==> config.mk <==
export PLATFORM = sky130hd
export DESIGN_NAME = string_to_integer_parser_flat
export DESIGN_NICKNAME = d
export VERILOG_FILES = /design/src/hdl/sip_pkg.sv /design/src/hdl/sip_req_if.sv /design/src/hdl/sip_rsp_if.sv /design/src/hdl/sip_step.sv /design/src/hdl/string_to_integer_parser.sv /design/src/flat_wrapper.sv
export SDC_FILE = /design/constraint.sdc
export NUM_CORES = 2
export LEC_CHECK = 0
export BUFFER_PORTS_ARGS = -buffer_cell sky130_fd_sc_hd__buf_2
export CAP_MARGIN = 25
export CORE_ASPECT_RATIO = 0.7
export CORE_MARGIN = 4
export CORE_UTILIZATION = 50
export DETAILED_ROUTE_END_ITERATION = 8
export PLACE_DENSITY = 0.71
export SLEW_MARGIN = 40
export SYNTH_ARGS = -nofsm -noshare
export SYNTH_HDL_FRONTEND = slang
export SYNTH_HIERARCHICAL = 1
export SYNTH_SLANG_ARGS = --single-unit
==> constraint.sdc <==
create_clock -name clock -period 14.2 [get_ports clock]
set_input_delay 1.42 -clock clock [delete_from_list [all_inputs] [get_ports clock]]
set_output_delay 1.42 -clock clock [all_outputs]
set_load 0.02 [all_outputs]
==> src/hdl/sip_pkg.sv <==
package sip_pkg;

   localparam int VAL_W  = 64;
   localparam int BASE_W = 6;
   localparam int CSR_INDEX_W = 1;

   localparam logic [CSR_INDEX_W-1:0] CSR_NUMBER_BASE   = 1'd0;
   localparam logic [CSR_INDEX_W-1:0] CSR_UNSIGNED_MODE = 1'd1;

   localparam logic [BASE_W-1:0] BASE_MAX   = 6'd36;
   localparam logic [BASE_W-1:0] BASE_HEX   = 6'd16;
   localparam logic [BASE_W-1:0] BASE_OCT   = 6'd8;
   localparam logic [BASE_W-1:0] BASE_DEC   = 6'd10;
   localparam logic [BASE_W-1:0] BASE_AUTO  = 6'd0;
   localparam logic [BASE_W-1:0] BASE_RESET = 6'd10;
   localparam logic [BASE_W-1:0] DIGIT_NONE = 6'd63;

   localparam logic [7:0] CH_0     = 8'h30;
   localparam logic [7:0] CH_9     = 8'h39;
   localparam logic [7:0] CH_LA    = 8'h61;
   localparam logic [7:0] CH_LZ    = 8'h7a;
   localparam logic [7:0] CH_UA    = 8'h41;
   localparam logic [7:0] CH_UZ    = 8'h5a;
   localparam logic [7:0] CH_LX    = 8'h78;
   localparam logic [7:0] CH_UX    = 8'h58;
   localparam logic [7:0] CH_PLUS  = 8'h2b;
   localparam logic [7:0] CH_MINUS = 8'h2d;
   localparam logic [7:0] CH_TAB   = 8'h09;
   localparam logic [7:0] CH_CR    = 8'h0d;
   localparam logic [7:0] CH_SPACE = 8'h20;

   typedef enum logic [2:0] {
      PH_SPACE,
      PH_SIGN,
      PH_ZERO,
      PH_PREFIX,
      PH_DIGITS
   } phase_type;

   typedef enum logic [1:0] {
      ST_OK,
      ST_RANGE,
      ST_BASE
   } status_type;

   typedef enum logic [3:0] {
      ACT_SKIP,
      ACT_SIGN,
      ACT_ZERO,
      ACT_PREFIX,
      ACT_DIGIT,
      ACT_FINISH,
      ACT_BADBASE,
      ACT_CLEAR
   } action_type;

   typedef struct packed {
      phase_type         phase;
      logic [BASE_W-1:0] eff_base;
      logic              minus;
      logic              ovf;
      logic              digits;
   } ctrl_type;

   localparam ctrl_type CTRL_CLEAR = '{phase: PH_SPACE, eff_base: BASE_AUTO,
                                       minus: 1'b0, ovf: 1'b0, digits: 1'b0};

   // 0-9, a-z, A-Z to digit value; anything else is DIGIT_NONE (above any base)
   function automatic logic [BASE_W-1:0] digit_of(input logic [7:0] c);
      logic [BASE_W-1:0] d;
      begin
         d = DIGIT_NONE;
         if (c >= CH_0 && c <= CH_9) begin
            d = BASE_W'(c - CH_0);
         end else if (c >= CH_LA && c <= CH_LZ) begin
            d = BASE_W'(c - CH_LA) + BASE_DEC;
         end else if (c >= CH_UA && c <= CH_UZ) begin
            d = BASE_W'(c - CH_UA) + BASE_DEC;
         end
         return d;
      end
   endfunction

endpackage

==> src/hdl/sip_req_if.sv <==
interface sip_req_if;
   logic       valid;
   logic       ready;
   logic [7:0] char_byte;

   modport source (output valid, output char_byte, input ready);
   modport sink   (input valid, input char_byte, output ready);
endinterface

==> src/hdl/sip_rsp_if.sv <==
interface sip_rsp_if #(
   parameter int COUNT_BITS = 16
);
   logic                   valid;
   logic                   ready;
   logic signed [63:0]     value;
   logic [COUNT_BITS-1:0]  end_offset;
   logic                   number_found;
   logic [1:0]             status;

   modport source (output valid, output value, output end_offset, output number_found,
                   output status, input ready);
   modport sink   (input valid, input value, input end_offset, input number_found,
                   input status, output ready);
endinterface

==> src/hdl/sip_step.sv <==
module sip_step import sip_pkg::*; #(
   parameter int RESULT_BITS = 64,
   parameter int COUNT_BITS  = 16
) (
   input  logic [7:0]              char_byte,
   input  logic [BASE_W-1:0]       number_base,
   input  logic                    unsigned_mode,
   input  ctrl_type                ctrl_cur,
   input  logic [RESULT_BITS-1:0]  acc_cur,
   input  logic [COUNT_BITS-1:0]   count_cur,
   output ctrl_type                ctrl_nxt,
   output logic [RESULT_BITS-1:0]  acc_nxt,
   output logic [COUNT_BITS-1:0]   count_nxt,
   output logic                    emit,
   output logic [VAL_W-1:0]        res_value,
   output logic [COUNT_BITS-1:0]   res_offset,
   output logic                    res_found,
   output status_type              res_status
);

   localparam int PROD_W = RESULT_BITS + 7;

   action_type              action;
   logic                    base_bad;
   logic                    is_space;
   logic                    is_sign;
   logic                    is_x;
   logic [BASE_W-1:0]       first_base;
   logic [BASE_W-1:0]       digit_base;
   logic                    first_zero;
   logic [BASE_W-1:0]       digit;
   logic                    digit_ok;
   logic [RESULT_BITS-1:0]  lim;
   logic [PROD_W-1:0]       prod;
   logic                    ovf_now;
   logic [COUNT_BITS-1:0]   count_up;
   logic [VAL_W-1:0]        acc_wide;
   logic [VAL_W-1:0]        mask_wide;
   logic [VAL_W-1:0]        min_wide;

   assign base_bad = (number_base == 6'd1) || (number_base > BASE_MAX);
   assign is_space = (char_byte inside {[CH_TAB:CH_CR], CH_SPACE});
   assign is_sign  = (char_byte == CH_PLUS) || (char_byte == CH_MINUS);
   assign is_x     = (char_byte == CH_LX) || (char_byte == CH_UX);

   // base is latched from the register on the first non-space character
   assign first_base = (ctrl_cur.phase == PH_SPACE) ? number_base : ctrl_cur.eff_base;
   assign first_zero = (char_byte == CH_0) &&
                       ((first_base == BASE_AUTO) || (first_base == BASE_HEX));

   always_comb begin
      case (ctrl_cur.phase)
         PH_SPACE, PH_SIGN: digit_base = (first_base == BASE_AUTO) ? BASE_DEC : first_base;
         PH_ZERO:           digit_base = (ctrl_cur.eff_base == BASE_AUTO) ? BASE_OCT
                                                                         : ctrl_cur.eff_base;
         default:           digit_base = ctrl_cur.eff_base;
      endcase
   end

   assign digit    = digit_of(char_byte);
   assign digit_ok = (digit_base >= 6'd2) && (digit < digit_base);

   always_comb begin
      if (unsigned_mode) begin
         lim = '1;
      end else if (ctrl_cur.minus) begin
         lim = {1'b1, {(RESULT_BITS-1){1'b0}}};
      end else begin
         lim = {1'b0, {(RESULT_BITS-1){1'b1}}};
      end
   end

   // acc*b + d > lim is the same test as acc > (lim - d) / b
   assign prod    = PROD_W'(acc_cur) * PROD_W'(digit_base) + PROD_W'(digit);
   assign ovf_now = prod > PROD_W'(lim);

   assign count_up = (count_cur == '1) ? count_cur : count_cur + 1'b1;

   always_comb begin
      case (ctrl_cur.phase)
         PH_SPACE: begin
            if (base_bad)        action = ACT_BADBASE;
            else if (is_space)   action = ACT_SKIP;
            else if (is_sign)    action = ACT_SIGN;
            else if (first_zero) action = ACT_ZERO;
            else if (digit_ok)   action = ACT_DIGIT;
            else                 action = ACT_FINISH;
         end
         PH_SIGN: begin
            if (first_zero)      action = ACT_ZERO;
            else if (digit_ok)   action = ACT_DIGIT;
            else                 action = ACT_FINISH;
         end
         PH_ZERO: begin
            if (is_x)            action = ACT_PREFIX;
            else if (digit_ok)   action = ACT_DIGIT;
            else                 action = ACT_FINISH;
         end
         PH_PREFIX, PH_DIGITS: begin
            action = digit_ok ? ACT_DIGIT : ACT_FINISH;
         end
         default: action = ACT_CLEAR;
      endcase
   end

   // next state
   always_comb begin
      ctrl_nxt  = ctrl_cur;
      acc_nxt   = acc_cur;
      count_nxt = count_cur;
      case (action)
         ACT_SKIP: begin
            count_nxt = count_up;
         end
         ACT_SIGN: begin
            ctrl_nxt.eff_base = number_base;
            ctrl_nxt.minus    = (char_byte == CH_MINUS);
            ctrl_nxt.phase    = PH_SIGN;
            count_nxt         = count_up;
         end
         ACT_ZERO: begin
            ctrl_nxt.eff_base = first_base;
            ctrl_nxt.digits   = 1'b1;
            ctrl_nxt.phase    = PH_ZERO;
            acc_nxt           = '0;
            count_nxt         = count_up;
         end
         ACT_PREFIX: begin
            ctrl_nxt.eff_base = BASE_HEX;
            ctrl_nxt.digits   = 1'b0;
            ctrl_nxt.phase    = PH_PREFIX;
            count_nxt         = count_up;
         end
         ACT_DIGIT: begin
            ctrl_nxt.eff_base = digit_base;
            ctrl_nxt.digits   = 1'b1;
            ctrl_nxt.phase    = PH_DIGITS;
            count_nxt         = count_up;
            if (!ctrl_cur.ovf) begin
               if (ovf_now) ctrl_nxt.ovf = 1'b1;
               else         acc_nxt = prod[RESULT_BITS-1:0];
            end
         end
         ACT_FINISH, ACT_BADBASE, ACT_CLEAR: begin
            ctrl_nxt  = CTRL_CLEAR;
            acc_nxt   = '0;
            count_nxt = '0;
         end
         default: begin
            ctrl_nxt  = CTRL_CLEAR;
            acc_nxt   = '0;
            count_nxt = '0;
         end
      endcase
   end

   assign acc_wide  = VAL_W'(acc_cur);
   assign mask_wide = VAL_W'({RESULT_BITS{1'b1}});
   assign min_wide  = VAL_W'(0) - (VAL_W'(1) << (RESULT_BITS - 1));

   // result word
   always_comb begin
      emit       = 1'b0;
      res_value  = '0;
      res_offset = '0;
      res_found  = 1'b0;
      res_status = ST_OK;
      case (action)
         ACT_FINISH: begin
            emit       = 1'b1;
            res_found  = ctrl_cur.digits;
            res_offset = ctrl_cur.digits ? count_cur : '0;
            if (ctrl_cur.ovf) begin
               res_status = ST_RANGE;
               if (unsigned_mode)       res_value = mask_wide;
               else if (ctrl_cur.minus) res_value = min_wide;
               else                     res_value = mask_wide >> 1;
            end else if (ctrl_cur.minus) begin
               res_value = unsigned_mode ? ((VAL_W'(0) - acc_wide) & mask_wide)
                                         : (VAL_W'(0) - acc_wide);
            end else begin
               res_value = acc_wide;
            end
         end
         ACT_BADBASE: begin
            emit       = 1'b1;
            res_status = ST_BASE;
         end
         default: begin
            emit = 1'b0;
         end
      endcase
   end

endmodule

==> src/hdl/string_to_integer_parser.sv <==
// String-to-integer parser, strtol style, one character per word.
//
// req_chan carries one character per word; rsp_chan carries one result word
// when a character ends a number or finds number_base invalid (value, end_offset,
// number_found, status). Any other character produces no result word.
// csr_write_en/csr_index/csr_write_data write number_base (index 0) and
// unsigned_mode (index 1); write them only while the parser is idle.
//
// Throughput: one character per cycle while rsp_chan does not stall. The
// per-character multiply-add by the base with its range compare sits
// between the input register and the result register, so there is
// nothing else to wait on. A terminating character goes from the input
// register through that logic into the result register.
// When rsp_chan stalls, the result register holds; one more character may be
// taken into the input register, after which req_chan.ready drops.
// Reset (synchronous, active high) empties both registers, returns the parse
// to skipping white space and sets number_base to 10, unsigned_mode to 0.
module string_to_integer_parser import sip_pkg::*; #(
   parameter int RESULT_BITS = 64,
   parameter int COUNT_BITS  = 16
) (
   input  logic                   clock,
   input  logic                   reset,
   input  logic                   csr_write_en,
   input  logic [CSR_INDEX_W-1:0] csr_index,
   input  logic [BASE_W-1:0]      csr_write_data,
   sip_req_if.sink                req_chan,
   sip_rsp_if.source              rsp_chan
);

   logic                   in_valid_ff, in_valid_in;
   logic [7:0]             in_char_ff, in_char_in;
   logic [BASE_W-1:0]      number_base_ff, number_base_in;
   logic                   unsigned_mode_ff, unsigned_mode_in;
   ctrl_type               ctrl_ff, ctrl_in;
   logic [RESULT_BITS-1:0] acc_ff, acc_in;
   logic [COUNT_BITS-1:0]  count_ff, count_in;
   logic                   rsp_valid_ff, rsp_valid_in;
   logic [VAL_W-1:0]       rsp_value_ff, rsp_value_in;
   logic [COUNT_BITS-1:0]  rsp_offset_ff, rsp_offset_in;
   logic                   rsp_found_ff, rsp_found_in;
   status_type             rsp_status_ff, rsp_status_in;

   ctrl_type               step_ctrl;
   logic [RESULT_BITS-1:0] step_acc;
   logic [COUNT_BITS-1:0]  step_count;
   logic                   step_emit;
   logic [VAL_W-1:0]       step_value;
   logic [COUNT_BITS-1:0]  step_offset;
   logic                   step_found;
   status_type             step_status;
   logic                   advance;
   logic                   req_take;

   assign advance  = in_valid_ff && (!rsp_valid_ff || rsp_chan.ready);
   assign req_take = req_chan.valid && req_chan.ready;

   assign req_chan.ready        = !in_valid_ff || advance;
   assign rsp_chan.valid        = rsp_valid_ff;
   assign rsp_chan.value        = rsp_value_ff;
   assign rsp_chan.end_offset   = rsp_offset_ff;
   assign rsp_chan.number_found = rsp_found_ff;
   assign rsp_chan.status       = rsp_status_ff;

   sip_step #(
      .RESULT_BITS (RESULT_BITS),
      .COUNT_BITS  (COUNT_BITS)
   ) u_step (
      .char_byte     (in_char_ff),
      .number_base   (number_base_ff),
      .unsigned_mode (unsigned_mode_ff),
      .ctrl_cur      (ctrl_ff),
      .acc_cur       (acc_ff),
      .count_cur     (count_ff),
      .ctrl_nxt      (step_ctrl),
      .acc_nxt       (step_acc),
      .count_nxt     (step_count),
      .emit          (step_emit),
      .res_value     (step_value),
      .res_offset    (step_offset),
      .res_found     (step_found),
      .res_status    (step_status)
   );

   always_comb begin
      number_base_in   = number_base_ff;
      unsigned_mode_in = unsigned_mode_ff;
      if (csr_write_en) begin
         case (csr_index)
            CSR_NUMBER_BASE:   number_base_in   = csr_write_data;
            CSR_UNSIGNED_MODE: unsigned_mode_in = csr_write_data[0];
            default: begin
               number_base_in   = number_base_ff;
               unsigned_mode_in = unsigned_mode_ff;
            end
         endcase
      end
   end

   always_comb begin
      in_valid_in = in_valid_ff;
      in_char_in  = in_char_ff;
      if (req_take) begin
         in_valid_in = 1'b1;
         in_char_in  = req_chan.char_byte;
      end else if (advance) begin
         in_valid_in = 1'b0;
      end
   end

   always_comb begin
      ctrl_in       = ctrl_ff;
      acc_in        = acc_ff;
      count_in      = count_ff;
      rsp_valid_in  = rsp_valid_ff && !rsp_chan.ready;
      rsp_value_in  = rsp_value_ff;
      rsp_offset_in = rsp_offset_ff;
      rsp_found_in  = rsp_found_ff;
      rsp_status_in = rsp_status_ff;
      if (advance) begin
         ctrl_in  = step_ctrl;
         acc_in   = step_acc;
         count_in = step_count;
         if (step_emit) begin
            rsp_valid_in  = 1'b1;
            rsp_value_in  = step_value;
            rsp_offset_in = step_offset;
            rsp_found_in  = step_found;
            rsp_status_in = step_status;
         end
      end
   end

   always_ff @(posedge clock) begin
      if (reset) begin
         in_valid_ff      <= 1'b0;
         number_base_ff   <= BASE_RESET;
         unsigned_mode_ff <= 1'b0;
         ctrl_ff          <= CTRL_CLEAR;
         acc_ff           <= '0;
         count_ff         <= '0;
         rsp_valid_ff     <= 1'b0;
      end else begin
         in_valid_ff      <= in_valid_in;
         number_base_ff   <= number_base_in;
         unsigned_mode_ff <= unsigned_mode_in;
         ctrl_ff          <= ctrl_in;
         acc_ff           <= acc_in;
         count_ff         <= count_in;
         rsp_valid_ff     <= rsp_valid_in;
      end
   end

   always_ff @(posedge clock) begin
      in_char_ff    <= in_char_in;
      rsp_value_ff  <= rsp_value_in;
      rsp_offset_ff <= rsp_offset_in;
      rsp_found_ff  <= rsp_found_in;
      rsp_status_ff <= rsp_status_in;
   end

`ifndef SYNTH
   // a held character must not move while the result register is blocked
   a_in_hold: assert property (@(posedge clock) disable iff (reset)
      in_valid_ff && !advance |=> in_valid_ff && $stable(in_char_ff))
      else $error("input register changed while stalled");

   a_no_number_offset: assert property (@(posedge clock) disable iff (reset)
      rsp_valid_ff && !rsp_found_ff |-> rsp_offset_ff == '0)
      else $error("offset given without a number");

   a_bad_base_word: assert property (@(posedge clock) disable iff (reset)
      rsp_valid_ff && rsp_status_ff == ST_BASE |-> rsp_value_ff == '0 && !rsp_found_ff)
      else $error("invalid-base word carries data");

   a_digit_base: assert property (@(posedge clock) disable iff (reset)
      ctrl_ff.phase == PH_DIGITS |-> ctrl_ff.eff_base >= 6'd2 && ctrl_ff.eff_base <= BASE_MAX)
      else $error("digit phase with unusable base");

   a_space_clean: assert property (@(posedge clock) disable iff (reset)
      ctrl_ff.phase == PH_SPACE |-> !ctrl_ff.digits && !ctrl_ff.ovf && acc_ff == '0)
      else $error("parse state not cleared between numbers");
`endif

endmodule
==> src/flat_wrapper.sv <==
// flat-port wrapper written by rule: the top's interface ports become plain ports
module string_to_integer_parser_flat import sip_pkg::*;
#(
   parameter int RESULT_BITS = 64,
   parameter int COUNT_BITS  = 16
)
  (clock, reset, csr_write_en, csr_index, csr_write_data, req_chan_valid, req_chan_char_byte, req_chan_ready, rsp_chan_valid, rsp_chan_value, rsp_chan_end_offset, rsp_chan_number_found, rsp_chan_status, rsp_chan_ready);
  sip_req_if req_chan_i ();
  sip_rsp_if #(.COUNT_BITS(COUNT_BITS)) rsp_chan_i ();
  input  logic clock;
  input  logic reset;
  input  logic csr_write_en;
  input  logic [CSR_INDEX_W-1:0] csr_index;
  input  logic [BASE_W-1:0] csr_write_data;
  input wire logic [$bits(req_chan_i.valid)-1:0] req_chan_valid;
  input wire logic [$bits(req_chan_i.char_byte)-1:0] req_chan_char_byte;
  output wire logic [$bits(req_chan_i.ready)-1:0] req_chan_ready;
  output wire logic [$bits(rsp_chan_i.valid)-1:0] rsp_chan_valid;
  output wire logic [$bits(rsp_chan_i.value)-1:0] rsp_chan_value;
  output wire logic [$bits(rsp_chan_i.end_offset)-1:0] rsp_chan_end_offset;
  output wire logic [$bits(rsp_chan_i.number_found)-1:0] rsp_chan_number_found;
  output wire logic [$bits(rsp_chan_i.status)-1:0] rsp_chan_status;
  input wire logic [$bits(rsp_chan_i.ready)-1:0] rsp_chan_ready;
  assign req_chan_i.valid = req_chan_valid;
  assign req_chan_i.char_byte = req_chan_char_byte;
  assign req_chan_ready = req_chan_i.ready;
  assign rsp_chan_valid = rsp_chan_i.valid;
  assign rsp_chan_value = rsp_chan_i.value;
  assign rsp_chan_end_offset = rsp_chan_i.end_offset;
  assign rsp_chan_number_found = rsp_chan_i.number_found;
  assign rsp_chan_status = rsp_chan_i.status;
  assign rsp_chan_i.ready = rsp_chan_ready;
  string_to_integer_parser #(.RESULT_BITS(RESULT_BITS), .COUNT_BITS(COUNT_BITS)) u_core (.clock(clock), .reset(reset), .csr_write_en(csr_write_en), .csr_index(csr_index), .csr_write_data(csr_write_data), .req_chan(req_chan_i), .rsp_chan(rsp_chan_i));
endmodule
==> Word-level counts from Yosys, hierarchy flattened <==
Cells that the tools add are included.
{ "word_totals": {"ff_bits": 192, "latch_bits": 0, "ram_bits": 0, "rom_bits": 0, "out_inout_bits": 85, "word_cells": 144, "memories": 0} }
{ "op_classes": {"addsub": 8, "n_mul": 1, "div": 0, "magnitude_cmp": 12, "eq_ne": 22, "n_shift": 0, "n_mux": 36, "n_bitwise": 6, "n_reduce_logical": 43} }
{ "op_table": {"columns": ["op", "n"], "rows": [
  ["$mux 64", 6],
  ["$pmux 64 s2", 1],
  ["$add 70x6->71", 1],
  ["$gt 71x64->1", 1],
  ["$mul 64x6->70", 1],
  ["$sub 1x64->64 const A", 1],
  ["$pmux 9 s5", 1],
  ["$mux 6", 6],
  ["$eq 8x6->1 const B", 4],
  ["$mux 16", 2],
  ["$reduce_and 2->1", 9],
  ["$add 16x1->16 const B", 1],
  ["$eq 16x16->1 const B", 1],
  ["$eq 8x7->1 const B", 2],
  ["$ge 8x7->1 const B", 2],
  ["$le 8x7->1 const B", 2],
  ["$pmux 4 s4", 1],
  ["$add 6x4->6 const B", 2],
  ["$eq 4x3->1 const B", 3],
  ["$logic_not 6->1", 2],
  ["$mux 3", 4],
  ["$pmux 6 s2", 1],
  ["$sub 6x6->6 const B", 2],
  ["$reduce_or 2->1", 5],
  ["31 further kinds", 67]
]} }

==> Longest topological paths before layout <==
{ "logic_depth": {"depth_word": 18, "mapped_depth": 48, "depth_no_buf": 44} }

==> Modules after synthesis <==
The synthesis kept the hierarchy.
{ "modules_own_cells": {"columns": ["mod", "instances", "cells_per_inst", "area_each_um2"], "rows": [
  ["sip_step", 1, 2418, 18808.0],
  ["string_to_integer_parser", 1, 527, 7273.2]
]} }

==> Worst setup path after synthesis <==
No wires, ideal clock.
{ "synth_timing": {"path_type": "register to register", "start": "reg u_core/ctrl_ff[10] (netlist name)", "end": "reg u_core.acc_ff[60]", "arrival_time_ns": 9.587, "t_required_ns": 14.128, "slack_ns": 4.541, "path_stages_with_launch": 46, "period_less_slack_ns": 9.659, "path_cell_list": "dfxtp_1 -> nor3_1 -> nand2_1 -> nand2_1 -> clkbuf_1 -> inv_1 -> nand4_1 -> nor2_1 -> or3_1 -> o311ai_0 -> o21ai_1 -> clkbuf_1 -> nand2_1 -> fa_1 -> fa_1 -> inv_1 -> fa_1 -> inv_1 -> [10 not listed] -> a21o_1 -> a21oi_1 -> xnor2_1 -> ha_1 -> nand4_1 -> nor4_1 -> nand3_1 -> or4_1 -> o32ai_1 -> a21oi_1 -> a221o_1 -> nor4b_2 -> and2_1 -> buf_2 -> buf_2 -> a22o_1 -> nand2b_1 -> mux2i_1"} }
{ "synth_rtl": {"columns": ["element", "line", "rtl"], "rows": [
  ["from (decl)", "string_to_integer_parser.sv:35", "ctrl_type ctrl_ff, ctrl_in;"],
  ["from (signal assigned)", "string_to_integer_parser.sv:147", "ctrl_ff <= ctrl_in;"],
  ["branches (longest 15 deep; another with $add 70x6->71)", null, null],
  ["$pmux 64 s2 (*)", "sip_step.sv:111", "case (action)"],
  ["via u_core.step_acc[60]", "string_to_integer_parser.sv:45", "logic [RESULT_BITS-1:0] step_acc;"],
  ["to (signal assigned)", "string_to_integer_parser.sv:148", "acc_ff <= acc_in;"],
  ["to (decl)", "string_to_integer_parser.sv:36", "logic [RESULT_BITS-1:0] acc_ff, acc_in;"]
]} }
Mark *: on every way through the listed nets, which the timed path passes. The select of a mux whose other input is x is not followed.
A chain may end at the register's enable or synchronous reset.

==> Worst setup path after layout <==
{ "layout_timing": {"start": "reg u_core/ctrl_ff[9] (netlist name)", "end": "reg u_core.acc_ff[38]"} }
Same word-level chain as after synthesis.

==> results.toml <==
[final_layout]
fin_util = 0.5354
multi_input_area_sq_um = 19890
num-fill-cells = 4600
design_area_sq_um = 27410
final_cell_mix = "and2_1 (281), nand2_1 (259), fa_1 (252)"
syn_to_final_growth_pct = 5.085
layout_commonest_cell = "and2_1"
area.sequential_sq_um = 4756
drive_above_1_share = 0.06816
antenna_cells = 0
nets = 3394

[timing]
clock-skew-final_ps = 18.26
maxSlewHeadroom = 0.4159
rsz0062_at_grt = "no"
fin_crit_sh = 0.8815
finalHoldViolations = 0
tns_ps = 0
setup_viol = 0
slew_viol_final = 0
tightest_slew_ps = 874.0
timing.final.crit_period_ps = 12520
fmax_mhz = 79.89

[cts]
cts.sinks = 192
cts_tree = "yes"
hold_buffers = 0
cts_setup_buffers = 0
numCtsBuffers = 17
clock_latency_ps = 460
root_buffer = "clkbuf_16"
clockBufferDepth = 2
clk_pin_slew_ps = 70
cts_resized = 0
htreeDepth = 4

[detailed_routing]
vias_per_cell = 6.150
dr.pass1.iters = 8
drt_iter0_markers = 2280
via_count = 22011
routed_wirelength_mm = 75.99
post_drt_wl_per_cell_um = 21.23
drc = 0
ant_nets = 0

[die]
start_util = 0.5094
ios = 105
coreArea_sq_um = 51200
die_x_um = 281.0
dieHeight_um = 199.1
num_rows = 69
die-area_sq_um = 55940

[critical_path]
rrSetupSlack_ps = 1680
worstSetupPathType = "reg -> reg"
r2r-start = "u_core/ctrl_ff[9]"
critPathLaunch = "u_core/ctrl_ff[9]"
slowest_stage = "nor3_1"
max_stage_delay_ps = 670
startpoint_type = "flop"
reg2reg_depth = 43
r2r_end = "u_core/acc_ff[38]"
path_max_fanout = 40
critical_path.top_delay_family = "simple AND/OR/NAND/NOR gates"
worst-path-buf-inv = 7
cp-end-kind = "flop"
cp.required_ps = 14570
cpMostUsedCell = "inv_1"
cp.arrival_ps = 12890

[synthesis]
syn-instance-count = 2945
yosysTopAreaCellShare = 0.1934
syn-num-nets = 3447
yosysTopAreaCell = "fa_1"
synthArstFlopShare = 0
synth_seq_cells = 192
synth_ff_type = "dfxtp_1"
synth.area.top_cells = "fa_1 (19%), ha_1 (11%), edfxtp_1 (10%)"
yosys.cell_types.count = 86
syn_area_sq_um = 26080
yosysWarnings = 6
ys_seq_area_frac = 0.1823
synth-edff-count = 91
syn_area_per_cell_sq_um = 8.856

[pwr]
peakVddDrop_v = 0.00008950
p_switching_w = 0.0004459
pwr_density_cell_nw_per_um2 = 52.47
intPower_w = 0.0009921
p_comb_frac = 0.202
total_power_w = 0.001438
p_leak_nw = 12.87
switching_share = 0.3101
pwr-share-seq = 0.429
pwr-share-clk = 0.369

[global_route]
grt_pass1_wl_mm = 120.8
antenna_found_initial = 1
grt_max_degree = 145
grt_pass1_vias = 21492
grt_use_total = 0.2712
overflow = 0

[place]
place_area_sq_um = 26770
place_congestion = 0.9697
place_hpwl_mm = 58.30
io_buffers = 104

[hold_path]
worstHoldEndpoint = "u_core/count_ff[8]"
min_path_type = "reg -> reg"
hold_depth = 2
hold_start = "u_core/count_ff[8]"

[status]
status = "finished clean"

[job]
drv_cap = 0
## cell usage after synthesis (all sizes together), types with 11 or more instances
cell,count
nand2b,197
nor2b,18
xnor2,55
mux2i,101
a21o,35
or3,17
o211ai,12
o41ai,11
nand4,45
nand2,263
o21ai,120
nor3,30
nand3,40
a22o,65
fa,252
and2,282
edfxtp,91
clkbuf,165
ha,230
inv,157
and3,23
nor4,22
nor2,139
o21a,27
a21oi,194
dfxtp,101
xor2,81
o31ai,24
buf,31
## how the worst max path moves through the flow
stage	endpoint	cells after the start
4_1_cts	u_core/acc_ff[38]	43
3_3_place_gp	u_core/acc_ff[38]	39
5_1_grt	u_core/acc_ff[39]	39
2_1_floorplan	u_core/acc_ff[60]	45
6_report	u_core/acc_ff[38]	43
3_5_place_dp	u_core/acc_ff[59]	43
## worst register-to-register path, delay by kind of cell (launching register included)
kind / cells / cell delay [ps]
flip-flops: 1 / 470
AO/OA/AOI/OAI: 15 / 3490
adder cells (fa/ha/maj): 6 / 2400
XOR/XNOR: 1 / 100
AND/OR/NAND/NOR: 12 / 4110
buffers and inverters: 7 / 1300
multiplexers: 2 / 610
## power by group through the flow
| stage | sequential, W | combinational (W) | clock (W) |
|---|---|---|---|
| final | 0.000616 | 0.000291 | 0.000531 |
| after global routing | 0.000619 | 0.000312 | 0.000563 |
| after CTS | 0.000617 | 0.000284 | 0.000542 |
| after detailed placement | 0.000629 | 0.000283 | 0 |
| after global placement | 0.000628 | 0.000277 | 0 |
| after floorplan | 0.000647 | 0.000177 | 0 |
## final cells by class
type	count	share of cell area
multi-input combinational	2400	0.7257
sequential	192	0.1735
tap	674	0.03077
timing repair buffer	124	0.02529
inverter	157	0.02150
clock buffer	21	0.01680
clock inverter	11	0.006391
## sequential cells by signal (all words and copies together), names as in the netlist, 2 cells and up
register and count:
u_core/number_base_ff 6, u_core/rsp_chan.status 2, u_core/in_char_ff 8, u_core/rsp_chan.end_offset 16
u_core/ctrl_ff 12, u_core/rsp_chan.value 64, u_core/acc_ff 64, u_core/count_ff 16
## layer usage
layer	vias to the layer above	global-route usage	routed length, um
met5	-	0	11
met3	102	0.06424	8060
li1	9973	-	-
met2	1101	0.3826	30840
met4	2	0.04914	1051
met1	10833	0.4239	36030
## logic make-up after synthesis
group,count (synthesis),synth area share
and+or+nand+nor,1108,0.2296
AOI/OAI and AO/OA,573,0.1423
adders and majority gates,482,0.3038
buffers and inverters,353,0.05757
DFF,192,0.1823
xor gates and xnor gates,136,0.04567
muxes,101,0.03876
## per-stage QoR
step	cells	hold slack, ps	setup WS, ps
floorplan	2945	444.6	4541
global placement	3547	503.3	2778
detailed placement	3547	521.2	2012
CTS	3579	532.8	1926
global route	3579	551.6	949.8
finish	3579	531.2	1683
Note: power is estimated with default switching activity, not from simulation.
